## src/sv/tbae_pkg.sv

```systemverilog
// ----------------------------------------------------------------------------
// tbae_pkg
// Shared types, constants and helpers for the texture budget aging evictor.
// ----------------------------------------------------------------------------
package tbae_pkg;

   localparam int SLOTS_DEFAULT = 16;
   localparam logic [31:0] BUDGET_RESET = 32'd268435456;

   localparam logic [1:0] REQ_TICK     = 2'd0;
   localparam logic [1:0] REQ_TOUCH    = 2'd1;
   localparam logic [1:0] REQ_EXCHANGE = 2'd2;
   localparam logic [1:0] REQ_RELEASE  = 2'd3;

   localparam logic KIND_NOTICE = 1'b0;
   localparam logic KIND_STATUS = 1'b1;

   typedef enum logic [2:0] {
      ST_IDLE,
      ST_EXEC,
      ST_SCAN,
      ST_SCAN_END,
      ST_NOTICE,
      ST_FIT,
      ST_STATUS
   } state_type;

   typedef struct packed {
      logic load_req;
      logic tick;
      logic touch;
      logic mark;
      logic admit;
      logic free_req;
      logic scan_clear;
      logic scan_step;
      logic evict;
      logic set_ok;
      logic ok_val;
      logic emit;
      logic emit_kind;
   } cmd_type;

   typedef struct packed {
      logic [1:0] req_type;
      logic       slot_valid;
      logic       slot_resident;
      logic       fits;
      logic       found;
      logic       scan_last;
      logic       out_free;
   } status_type;

   function automatic logic [5:0] popcount32(input logic [31:0] v);
      logic [31:0] t;
      t = (v & 32'h55555555) + ((v >> 1) & 32'h55555555);
      t = (t & 32'h33333333) + ((t >> 2) & 32'h33333333);
      t = (t & 32'h0f0f0f0f) + ((t >> 4) & 32'h0f0f0f0f);
      t = (t & 32'h00ff00ff) + ((t >> 8) & 32'h00ff00ff);
      t = (t & 32'h0000ffff) + ((t >> 16) & 32'h0000ffff);
      return t[5:0];
   endfunction

endpackage

```

## src/sv/tbae_if.sv

```systemverilog
// ----------------------------------------------------------------------------
// tbae_req_if / tbae_rsp_if
// Valid/ready channels for requests and results.
// ----------------------------------------------------------------------------
interface tbae_req_if;
   logic        valid;
   logic        ready;
   logic [1:0]  req_type;
   logic [3:0]  slot;
   logic [31:0] size_bytes;
   modport source (output valid, req_type, slot, size_bytes, input ready);
   modport sink (input valid, req_type, slot, size_bytes, output ready);
endinterface

interface tbae_rsp_if;
   logic        valid;
   logic        ready;
   logic        kind;
   logic [3:0]  target_slot;
   logic        success;
   logic [31:0] resident_total;
   logic        last;
   modport source (output valid, kind, target_slot, success, resident_total, last,
                   input ready);
   modport sink (input valid, kind, target_slot, success, resident_total, last,
                 output ready);
endinterface

```

## src/sv/tbae_ctrl.sv

```systemverilog
// ----------------------------------------------------------------------------
// tbae_ctrl
// Request sequencer: decode, eviction scan loop and result transfers.
// ----------------------------------------------------------------------------
module tbae_ctrl
   import tbae_pkg::*;
(
   input  logic       clock,
   input  logic       reset,
   input  logic       req_valid,
   output logic       req_ready,
   input  status_type st,
   output cmd_type    cmd
);

   state_type state_ff, state_in;

   always_ff @(posedge clock) begin
      if (reset) begin
         state_ff <= ST_IDLE;
      end else begin
         state_ff <= state_in;
      end
   end

   always_comb begin
      state_in  = state_ff;
      cmd       = '0;
      req_ready = 1'b0;
      case (state_ff)
         ST_IDLE: begin
            req_ready = 1'b1;
            if (req_valid) begin
               cmd.load_req = 1'b1;
               state_in     = ST_EXEC;
            end
         end
         ST_EXEC: begin
            cmd.set_ok = 1'b1;
            state_in   = ST_STATUS;
            case (st.req_type)
               REQ_TICK: begin
                  cmd.tick   = 1'b1;
                  cmd.ok_val = 1'b1;
               end
               REQ_TOUCH: begin
                  cmd.touch  = st.slot_valid;
                  cmd.ok_val = 1'b1;
               end
               REQ_RELEASE: begin
                  cmd.free_req = st.slot_valid && st.slot_resident;
                  cmd.ok_val   = st.slot_valid && st.slot_resident;
               end
               REQ_EXCHANGE: begin
                  if (!st.slot_valid) begin
                     cmd.ok_val = 1'b0;
                  end else if (st.slot_resident) begin
                     cmd.mark   = 1'b1;
                     cmd.ok_val = 1'b1;
                  end else if (st.fits) begin
                     cmd.admit  = 1'b1;
                     cmd.ok_val = 1'b1;
                  end else begin
                     cmd.ok_val     = 1'b0;
                     cmd.scan_clear = 1'b1;
                     state_in       = ST_SCAN;
                  end
               end
               default: begin
                  cmd.ok_val = 1'b0;
               end
            endcase
         end
         ST_SCAN: begin
            cmd.scan_step = 1'b1;
            if (st.scan_last) begin
               state_in = ST_SCAN_END;
            end
         end
         ST_SCAN_END: begin
            if (st.found) begin
               cmd.evict = 1'b1;
               state_in  = ST_NOTICE;
            end else begin
               state_in = ST_STATUS;
            end
         end
         ST_NOTICE: begin
            if (st.out_free) begin
               cmd.emit      = 1'b1;
               cmd.emit_kind = KIND_NOTICE;
               state_in      = ST_FIT;
            end
         end
         ST_FIT: begin
            if (st.fits) begin
               cmd.admit  = 1'b1;
               cmd.set_ok = 1'b1;
               cmd.ok_val = 1'b1;
               state_in   = ST_STATUS;
            end else begin
               cmd.scan_clear = 1'b1;
               state_in       = ST_SCAN;
            end
         end
         ST_STATUS: begin
            if (st.out_free) begin
               cmd.emit      = 1'b1;
               cmd.emit_kind = KIND_STATUS;
               state_in      = ST_IDLE;
            end
         end
         default: begin
            state_in = ST_IDLE;
         end
      endcase
   end

endmodule

```

## src/sv/tbae_dp.sv

```systemverilog
// ----------------------------------------------------------------------------
// tbae_dp
// Residency table, budget, ranking scan and result register.
// ----------------------------------------------------------------------------
module tbae_dp
   import tbae_pkg::*;
#(
   parameter int SLOTS = SLOTS_DEFAULT
)
(
   input  logic        clock,
   input  logic        reset,
   input  logic        csr_we,
   input  logic [31:0] csr_wdata,
   input  logic [1:0]  in_req_type,
   input  logic [3:0]  in_slot,
   input  logic [31:0] in_size_bytes,
   input  cmd_type     cmd,
   output status_type  st,
   input  logic        rsp_ready,
   output logic        rsp_valid,
   output logic        rsp_kind,
   output logic [3:0]  rsp_target_slot,
   output logic        rsp_success,
   output logic [31:0] rsp_resident_total,
   output logic        rsp_last
);

   localparam int IW = (SLOTS > 1) ? $clog2(SLOTS) : 1;
   localparam int OW = $clog2(SLOTS + 1);

   logic [31:0]   budget_ff;
   logic [1:0]    rtype_ff;
   logic [3:0]    slot_ff;
   logic [31:0]   size_ff;
   logic          ok_ff;

   logic [SLOTS-1:0] resident_ff;
   logic [SLOTS-1:0] admitted_ff;
   logic [31:0]      history_ff [SLOTS];
   logic [31:0]      rsize_ff [SLOTS];
   logic [OW-1:0]    order_ff [SLOTS];
   logic [OW-1:0]    count_ff;
   logic [31:0]      bytes_ff;

   logic [IW-1:0] idx_ff;
   logic          found_ff;
   logic [IW-1:0] best_ff;
   logic [37:0]   best_key_ff;
   logic [OW-1:0] best_order_ff;

   logic          out_valid_ff;
   logic          out_kind_ff;
   logic [3:0]    out_slot_ff;
   logic          out_ok_ff;
   logic [31:0]   out_total_ff;

   logic [IW-1:0] sidx;
   logic          slot_valid;
   logic [IW-1:0] free_idx;
   logic [OW-1:0] free_rank;
   logic          do_free;
   logic [37:0]   key;
   logic          cand;
   logic          better;
   logic          out_free;

   assign sidx       = IW'(slot_ff);
   assign slot_valid = 32'(slot_ff) < SLOTS;
   assign do_free    = cmd.free_req || cmd.evict;
   assign free_idx   = cmd.evict ? best_ff : sidx;
   assign free_rank  = order_ff[free_idx];
   assign key        = 38'(popcount32(history_ff[idx_ff])) * 38'(rsize_ff[idx_ff]);
   assign cand       = resident_ff[idx_ff] && !admitted_ff[idx_ff] && (idx_ff != sidx);
   assign better     = !found_ff || (key < best_key_ff) ||
                       ((key == best_key_ff) && (order_ff[idx_ff] < best_order_ff));
   assign out_free   = !out_valid_ff || rsp_ready;

   always_comb begin
      st               = '0;
      st.req_type      = rtype_ff;
      st.slot_valid    = slot_valid;
      st.slot_resident = resident_ff[sidx];
      st.fits          = ({1'b0, bytes_ff} + {1'b0, size_ff}) <= {1'b0, budget_ff};
      st.found         = found_ff;
      st.scan_last     = idx_ff == IW'(SLOTS - 1);
      st.out_free      = out_free;
   end

   always_ff @(posedge clock) begin
      if (reset) begin
         budget_ff <= BUDGET_RESET;
      end else if (csr_we) begin
         budget_ff <= csr_wdata;
      end
   end

   always_ff @(posedge clock) begin
      if (cmd.load_req) begin
         rtype_ff <= in_req_type;
         slot_ff  <= in_slot;
         size_ff  <= in_size_bytes;
      end
      if (cmd.set_ok) begin
         ok_ff <= cmd.ok_val;
      end
   end

   always_ff @(posedge clock) begin
      if (reset) begin
         resident_ff <= '0;
         admitted_ff <= '0;
         count_ff    <= '0;
         bytes_ff    <= '0;
         for (int i = 0; i < SLOTS; i++) begin
            history_ff[i] <= '0;
         end
      end else begin
         if (cmd.tick) begin
            admitted_ff <= '0;
            for (int i = 0; i < SLOTS; i++) begin
               if (resident_ff[i]) begin
                  history_ff[i] <= {history_ff[i][30:0], 1'b0};
               end
            end
         end
         if (cmd.touch) begin
            history_ff[sidx][0] <= 1'b1;
         end
         if (cmd.mark) begin
            admitted_ff[sidx] <= 1'b1;
         end
         if (cmd.admit) begin
            resident_ff[sidx] <= 1'b1;
            admitted_ff[sidx] <= 1'b1;
            rsize_ff[sidx]    <= size_ff;
            order_ff[sidx]    <= count_ff;
            count_ff          <= count_ff + 1'b1;
            bytes_ff          <= bytes_ff + size_ff;
         end
         if (do_free) begin
            for (int i = 0; i < SLOTS; i++) begin
               if (resident_ff[i] && (order_ff[i] > free_rank)) begin
                  order_ff[i] <= order_ff[i] - 1'b1;
               end
            end
            bytes_ff              <= bytes_ff - rsize_ff[free_idx];
            resident_ff[free_idx] <= 1'b0;
            admitted_ff[free_idx] <= 1'b0;
            if (count_ff != '0) begin
               count_ff <= count_ff - 1'b1;
            end
         end
      end
   end

   always_ff @(posedge clock) begin
      if (reset) begin
         found_ff <= 1'b0;
         idx_ff   <= '0;
      end else if (cmd.scan_clear) begin
         found_ff <= 1'b0;
         idx_ff   <= '0;
      end else if (cmd.scan_step) begin
         idx_ff <= idx_ff + 1'b1;
         if (cand && better) begin
            found_ff      <= 1'b1;
            best_ff       <= idx_ff;
            best_key_ff   <= key;
            best_order_ff <= order_ff[idx_ff];
         end
      end
   end

   always_ff @(posedge clock) begin
      if (reset) begin
         out_valid_ff <= 1'b0;
      end else if (cmd.emit) begin
         out_valid_ff <= 1'b1;
      end else if (rsp_ready) begin
         out_valid_ff <= 1'b0;
      end
   end

   always_ff @(posedge clock) begin
      if (cmd.emit) begin
         out_kind_ff  <= cmd.emit_kind;
         out_slot_ff  <= (cmd.emit_kind == KIND_STATUS) ? slot_ff : 4'(best_ff);
         out_ok_ff    <= (cmd.emit_kind == KIND_STATUS) ? ok_ff : 1'b1;
         out_total_ff <= bytes_ff;
      end
   end

   assign rsp_valid          = out_valid_ff;
   assign rsp_kind           = out_kind_ff;
   assign rsp_target_slot    = out_slot_ff;
   assign rsp_success        = out_ok_ff;
   assign rsp_resident_total = out_total_ff;
   assign rsp_last           = out_kind_ff;

endmodule

```

## src/sv/texture_budget_aging_evictor_top.sv

```systemverilog
// ----------------------------------------------------------------------------
// texture_budget_aging_evictor_top
// Texture residency table under a byte budget with aging-based eviction.
//
// Requests (tick, touch, exchange, release) arrive on the req channel, one
// at a time. Each request yields zero or more eviction notices followed by
// one status result (last high) on the rsp channel. The budget register is
// written through csr_we/csr_wdata; the user must write it only while the
// block is idle, and the block itself does not enforce this. An exchange
// that must evict runs a ranking scan, one slot per cycle through a
// popcount-times-size multiplier, then emits a notice and repeats the fit
// test, once per eviction. The next request is taken once the status
// result is loaded into the output register.
// Reset clears the table, the totals and the output valid, and restores the
// budget to 256 MiB. A stalled receiver holds the result register and the
// sequencer waits before loading the next result.
// ----------------------------------------------------------------------------
module texture_budget_aging_evictor_top
   import tbae_pkg::*;
#(
   parameter int SLOTS = SLOTS_DEFAULT
)
(
   input  logic        clock,
   input  logic        reset,
   input  logic        csr_we,
   input  logic [31:0] csr_wdata,
   tbae_req_if.sink    req,
   tbae_rsp_if.source  rsp
);

   cmd_type    cmd;
   status_type st;
   logic       req_ready;

   assign req.ready = req_ready;

   tbae_ctrl u_ctrl (
      .clock     (clock),
      .reset     (reset),
      .req_valid (req.valid),
      .req_ready (req_ready),
      .st        (st),
      .cmd       (cmd)
   );

   tbae_dp #(.SLOTS(SLOTS)) u_dp (
      .clock              (clock),
      .reset              (reset),
      .csr_we             (csr_we),
      .csr_wdata          (csr_wdata),
      .in_req_type        (req.req_type),
      .in_slot            (req.slot),
      .in_size_bytes      (req.size_bytes),
      .cmd                (cmd),
      .st                 (st),
      .rsp_ready          (rsp.ready),
      .rsp_valid          (rsp.valid),
      .rsp_kind           (rsp.kind),
      .rsp_target_slot    (rsp.target_slot),
      .rsp_success        (rsp.success),
      .rsp_resident_total (rsp.resident_total),
      .rsp_last           (rsp.last)
   );

endmodule

```

## src/flat_wrapper.sv

```systemverilog
// flat-port wrapper written by rule: the top's interface ports become plain ports
module texture_budget_aging_evictor_top_flat import tbae_pkg::*;
#(
   parameter int SLOTS = SLOTS_DEFAULT
)
  (clock, reset, csr_we, csr_wdata, req_valid, req_req_type, req_slot, req_size_bytes, req_ready, rsp_valid, rsp_kind, rsp_target_slot, rsp_success, rsp_resident_total, rsp_last, rsp_ready);
  tbae_req_if req_i ();
  tbae_rsp_if rsp_i ();
  input  logic clock;
  input  logic reset;
  input  logic csr_we;
  input  logic [31:0] csr_wdata;
  input wire logic [$bits(req_i.valid)-1:0] req_valid;
  input wire logic [$bits(req_i.req_type)-1:0] req_req_type;
  input wire logic [$bits(req_i.slot)-1:0] req_slot;
  input wire logic [$bits(req_i.size_bytes)-1:0] req_size_bytes;
  output wire logic [$bits(req_i.ready)-1:0] req_ready;
  output wire logic [$bits(rsp_i.valid)-1:0] rsp_valid;
  output wire logic [$bits(rsp_i.kind)-1:0] rsp_kind;
  output wire logic [$bits(rsp_i.target_slot)-1:0] rsp_target_slot;
  output wire logic [$bits(rsp_i.success)-1:0] rsp_success;
  output wire logic [$bits(rsp_i.resident_total)-1:0] rsp_resident_total;
  output wire logic [$bits(rsp_i.last)-1:0] rsp_last;
  input wire logic [$bits(rsp_i.ready)-1:0] rsp_ready;
  assign req_i.valid = req_valid;
  assign req_i.req_type = req_req_type;
  assign req_i.slot = req_slot;
  assign req_i.size_bytes = req_size_bytes;
  assign req_ready = req_i.ready;
  assign rsp_valid = rsp_i.valid;
  assign rsp_kind = rsp_i.kind;
  assign rsp_target_slot = rsp_i.target_slot;
  assign rsp_success = rsp_i.success;
  assign rsp_resident_total = rsp_i.resident_total;
  assign rsp_last = rsp_i.last;
  assign rsp_i.ready = rsp_ready;
  texture_budget_aging_evictor_top #(.SLOTS(SLOTS)) u_core (.clock(clock), .reset(reset), .csr_we(csr_we), .csr_wdata(csr_wdata), .req(req_i), .rsp(rsp_i));
endmodule
```

## config.mk

```make
export PLATFORM = sky130hd
export DESIGN_NAME = texture_budget_aging_evictor_top_flat
export DESIGN_NICKNAME = d
export VERILOG_FILES = /design/src/sv/tbae_pkg.sv /design/src/sv/tbae_if.sv /design/src/sv/tbae_ctrl.sv /design/src/sv/tbae_dp.sv /design/src/sv/texture_budget_aging_evictor_top.sv /design/src/flat_wrapper.sv
export SDC_FILE = /design/constraint.sdc
export NUM_CORES = 2
export LEC_CHECK = 0
export BUFFER_PORTS_ARGS = -buffer_cell sky130_fd_sc_hd__buf_2
export CAP_MARGIN = 20
export CORE_MARGIN = 2
export CORE_UTILIZATION = 65
export CTS_CLUSTER_DIAMETER = 150
export DETAILED_ROUTE_END_ITERATION = 7
export PLACE_DENSITY = 0.82
export SETUP_SLACK_MARGIN = 0.15
export SYNTH_ARGS = -nofsm -noshare
export SYNTH_HDL_FRONTEND = slang
export SYNTH_SLANG_ARGS = --single-unit
export TNS_END_PERCENT = 30
```

## constraint.sdc

```tcl
create_clock -name clock -period 29.7 [get_ports clock]
set_clock_uncertainty 0.1 [all_clocks]
set_input_delay 5.94 -clock clock [delete_from_list [all_inputs] [get_ports clock]]
set_output_delay 5.94 -clock clock [all_outputs]
set_load 0.1 [all_outputs]
```

=== Word level (Yosys, flattened, before mapping) ===
Memories as Yosys holds them, arrays and structs flattened. A register that Yosys moved wholly into a read port is not among the register bits.
Cells that the tools add are included.

* Register bits: 234
* Memory bits (writable): 1104
* Input port bits: 75
* Memories: 3

{| class="wikitable"
|+ Memory list
! memory !! depth !! bits a word !! read ports !! clocked after Yosys merged registers in !! write ports !! line !! RTL
|-
| u_core.u_dp.history_ff || 16 || 32 || 17 || 1 || 16 || tbae_dp.sv:40 || <nowiki>logic [31:0] history_ff [SLOTS];</nowiki>
|-
| u_core.u_dp.rsize_ff || 16 || 32 || 2 || 1 || 1 || tbae_dp.sv:41 || <nowiki>logic [31:0] rsize_ff [SLOTS];</nowiki>
|-
| u_core.u_dp.order_ff || 16 || 5 || 18 || 1 || 16 || tbae_dp.sv:42 || <nowiki>logic [OW-1:0] order_ff [SLOTS];</nowiki>
|}

* Add/sub/neg operators: 27
* $mul: 1
* $lt $le $gt $ge: 24
* Equal/unequal tests: 16
* Mux-type cells: 229
* Bitwise logic cells: 24
* Reduce and logical (&&, ||, !) cells: 41

{| class="wikitable"
|+ Operators with widths
! cell !! count
|-
| $mux W32 || 19
|-
| $mux W1 || 161
|-
| $mux W16 || 10
|-
| $sub A5 B1 Y5 const B || 17
|-
| $gt A5 B5 Y1 || 16
|-
| $or A16 B16 Y16 || 3
|-
| $mux W4 || 10
|-
| $eq A38 B38 Y1 || 1
|-
| $lt A38 B38 Y1 || 1
|-
| $mul A6 B32 Y38 || 1
|-
| $add A32 B32 Y33 || 1
|-
| $le A33 B32 Y1 || 1
|-
| $add A31 B31 Y32 || 1
|-
| $add A32 B32 Y32 || 1
|-
| $and A16 B16 Y16 || 2
|-
| $reduce_or A32 Y1 || 1
|-
| $sub A32 B32 Y32 || 1
|-
| $add A30 B30 Y31 || 1
|-
| $add A28 B27 Y29 || 1
|-
| $mux W3 || 8
|-
| $add A22 B21 Y22 || 1
|-
| $logic_and A1 B1 Y1 || 22
|-
| $pmux W3 S7 || 1
|-
| $mux W5 || 4
|-
| 34 further kinds || 77
|}

=== Logic depth before layout (Yosys ltp) ===
* Depth after elaboration: 16
* Mapped depth: 47
* Gate-level depth less buffers: 42

=== Hierarchy ===
Synthesis repeated with hierarchy kept, for this count alone.

* Cells, all modules: 5419
* Area total of the unflattened synthesis: 74325.0 um^2

{| class="wikitable"
|+ Modules (own cells, without submodules)
! module !! instances !! cells an instance !! area an instance (um^2) !! seq. area each (um^2)
|-
| tbae_dp || 1 || 5368 || 73950.9 || 38937.3
|-
| tbae_ctrl || 1 || 51 || 374.1 || 60.1
|}

=== Worst setup path before layout ===
Ideal clock, no wire load.

* Path type: register -> register
* From: register with a tool-made name
* To: register u_core.u_dp.best_ff[0] (enable)
* Library setup time: 510 ps
* Arrival: 14695 ps
* Required time: 29090 ps
* Setup slack: 14395 ps
* Stages on the path, launching flop included: 43
* Buffers on the path: 5
* Clock period less this slack: 15305 ps
* Cells stage by stage: dfxtp_1 clkbuf_1 buf_2 buf_2 buf_1 mux4_2 mux4_2 ha_1 ha_1 fa_1 fa_1 inv_1 fa_1 inv_1 fa_1 a21o_1 a21oi_1 xor2_1 [7 not listed] ha_1 a2111o_1 o211a_1 o2111a_1 o31ai_1 o21ai_1 a21oi_1 xnor2_1 ha_1 a21o_1 a21o_1 a21o_1 a21o_1 a21oi_1 nor2b_1 o21ai_0 a31oi_1 nor3_1

{| class="wikitable"
|+ RTL lines
! what !! line !! RTL
|-
| end signal: assignment || tbae_dp.sv:168 || <nowiki>best_ff <= idx_ff;</nowiki>
|-
| end: declaration || tbae_dp.sv:48 || <nowiki>logic [IW-1:0] best_ff;</nowiki>
|}

==> results.json <==
{
  "grt_setup_unrepaired": "false",
  "finalCritPeriodShare_pct": 50.49,
  "netlist_area_mm2": 0.07483,
  "grt_util_all_layers_pct": 37.29,
  "synthAdderAreaFrac_pct": 9.244,
  "dp_hpwl_mm": 132.4,
  "maxCapViolations": 0,
  "ys_types": 83,
  "finalWeightedCongestion": 0.9420,
  "start_kind": "flop",
  "whs_path_depth": 2,
  "highest_layer": "met5",
  "m1WireLength_mm": 74.11,
  "status": "complete, no violations",
  "worst_pin_slew_ns": 1.263,
  "fin_crit_ns": 15.00,
  "yosys.area_share.xor_xnor_pct": 2.025,
  "cts_buffer_depth": 3,
  "crit_top_cell": "fa_1",
  "synth_mux_area_share_pct": 15.91,
  "slowest_stage": "dfxtp_4",
  "syn2layout_area_growth_pct": 9.222,
  "slew-limit-headroom_pct": 15.21,
  "portBuffers": 115,
  "r2r_cells": 40,
  "dieArea_mm2": 0.1178,
  "setup_tns_ns": 0,
  "hold_ws_ns": 0.3840,
  "arrival_ns": 15.29,
  "drv_slew": 0,
  "syn_inst": 5587,
  "numCtsBuffers": 138,
  "layout.nets": 6155,
  "yosys.area_share.simple_pct": 11.25,
  "final_util_pct": 71.57,
  "die_w_um": 343.3,
  "cts.sinks": 1342,
  "met2_length_mm": 100.2,
  "cts_hold_buffers": 0,
  "cp_max_fo": 68,
  "synth_top_family_by_area": "multiplexers",
  "slowest_delay_ns": 0.92,
  "synth_compound_area_share_pct": 6.162,
  "yosys_warnings": 0,
  "routedWlPerCell_um": 30.13,
  "seq_area_frac_synth_pct": 52.12,
  "vias_per_cell": 7.167,
  "hold_path.class": "flop to flop",
  "layout-drive-gt1-share_pct": 17.29,
  "syn-num-nets": 6132,
  "overflow": 0,
  "postCtsSetupRepairBufs": 0,
  "tritoncts": "yes",
  "synth-edff-count": 1212,
  "grt_pass1_vias": 52610,
  "hold_viol_final": 0,
  "clk_pin_slew_ns": 0.06,
  "grt_max_degree": 274,
  "wl_mm": 217.9,
  "grt_pass1_wl_mm": 325.8,
  "ios": 116,
  "wl_met3_mm": 31.19,
  "ant_nets": 0,
  "coreArea_mm2": 0.1142,
  "syn_avg_cell_area_um2": 13.39,
  "insertion_delay_ns": 0.79,
  "start_util_pct": 65.53,
  "async_reset_ff_share_pct": 0,
  "synth_flop_cell": "edfxtp_1",
  "required_ns": 30.00,
  "timing.fmax_mhz": 66.69,
  "dr.pass1.iters": 7,
  "dr.first_iter.drc_count": 7612,
  "setup_violations": 0,
  "cts-root-buf": "clkbuf_16",
  "cts_resized": 0,
  "post-route-drc-count": 0,
  "ys_ff_latch": 1342,
  "antenna_found_initial": 7,
  "dpl-instance-area_mm2": 0.07701,
  "end_kind": "flop",
  "rows": 124,
  "ctsHtreeMaxLevel": 4,
  "fin_area_mm2": 0.08173,
  "criticalPathCategory": "flop to flop",
  "die_h_um": 343.3,
  "vias": 51840
}
-- metrics by stage --
stage | setup WS (ns) | instances
floorplan | 14.40 | 5587
global placement | 15.19 | 6977
detailed placement | 14.83 | 6979
CTS | 14.70 | 7228
global route | 14.09 | 7232
finish | 14.71 | 7233
-- layout make-up --
type	count	area, um2
flip-flops and latches	1342	39020
multi-input cells	3612	33630
fillers	7036	32460
clock buffers	162	3585
well taps	1512	1892
repair buffers	209	1356
inverters	307	1152
clock inverters	87	1079
diodes	2	5.005
-- cell usage after synthesis, types with 51 or more instances --
master    number  area (um2)
xnor2_1      124        1086
a21oi_1      211        1056
a31oi_1       51       319.1
ha_1         332        4154
buf_1         52       195.2
o21ai_0      102       510.5
a21o_1        73       548.0
nor2b_1      212        1326
mux4_2       474       10680
dfxtp_1      130        2603
nand3_1      101       505.5
mux2i_1       92       920.9
and3_1       298        1864
and2_1        67       419.2
fa_1         138        2763
inv_1        305        1145
clkbuf_1     218       818.3
nand2_1      436        1637
o21a_1        64       480.5
buf_2         51       255.2
nor3_1        60       300.3
edfxtp_1    1212       36390
nor2_1       338        1269
-- flip-flops by register name (all words and copies together), names as in the netlist, 5 cells and up, named ones only --
name	cells
u_core.u_dp.size_ff	32
u_core.u_dp.admitted_ff	16
u_core.u_dp.budget_ff	32
u_core.u_dp.history_ff	512
u_core.u_dp.best_key_ff	38
u_core.u_dp.rsize_ff	512
u_core.u_dp.rsp_resident_total	32
u_core.u_dp.best_order_ff	5
u_core.u_dp.order_ff	80
u_core.u_dp.bytes_ff	32
u_core.u_dp.resident_ff	16
u_core.u_dp.count_ff	5
-- kinds of logic after synthesis --
group | after synthesis
AND/OR/NAND/NOR | 1670
flip-flops | 1342
AO/OA/AOI/OAI | 706
buffers and inverters | 633
multiplexers | 593
adder cells (fa/ha/maj) | 470
XOR/XNOR | 173
-- worst max-delay path: cells and delay by family, from the launching register on --
kind            cells  cell delay, ns
fa+ha+maj          11            4.71
mux                 2            0.91
flops               1            0.92
simple gates        4            1.29
compound gates     16            3.54
xor+xnor            3            1.43
buf+inv             4            1.58
-- placed cells by master, fill, tap and decap left out, drive strengths merged, types with 17 or more instances in the layout --
cell	instances
mux4	474
a21o	73
o21bai	31
and3	298
nor3	62
nor4	21
nand4	22
clkbuf	163
inv	314
nor2	338
or3	19
a21oi	213
o31ai	20
fa	138
nand2	437
clkinv	59
nor2b	212
mux2	26
ha	332
dfxtp	130
nand2b	35
xor2	49
a211oi	24
o21a	64
o21ai	116
buf	208
mux2i	93
and2	67
nand3	101
bufinv	17
edfxtp	1212
xnor2	124
a31oi	51
nor3b	21
-- routing by layer --
| metal | track usage (%) | vias to the layer above |
|---|---|---|
| li1 | - | 21170 |
| met1 | 48.16 | 25320 |
| met2 | 57.59 | 4405 |
| met3 | 11.63 | 938 |
| met4 | 18.92 | 8 |
| met5 | 0 | - |
-- final timing paths --
kind / from / to / slack (ns)
setup / recovery: flop / u_core.u_dp.best_key_ff[12] / 14.71
hold reg to reg: u_core.u_dp.admitted_ff[1] / u_core.u_dp.admitted_ff[1] / 0.38
hold / removal: u_core.u_dp.admitted_ff[1] / u_core.u_dp.admitted_ff[1] / 0.38
setup reg to reg: flop / u_core.u_dp.best_key_ff[12] / 14.71
Power is not shown: default switching activity piles up to over one toggle a cycle in this logic, so the estimate is an artifact.
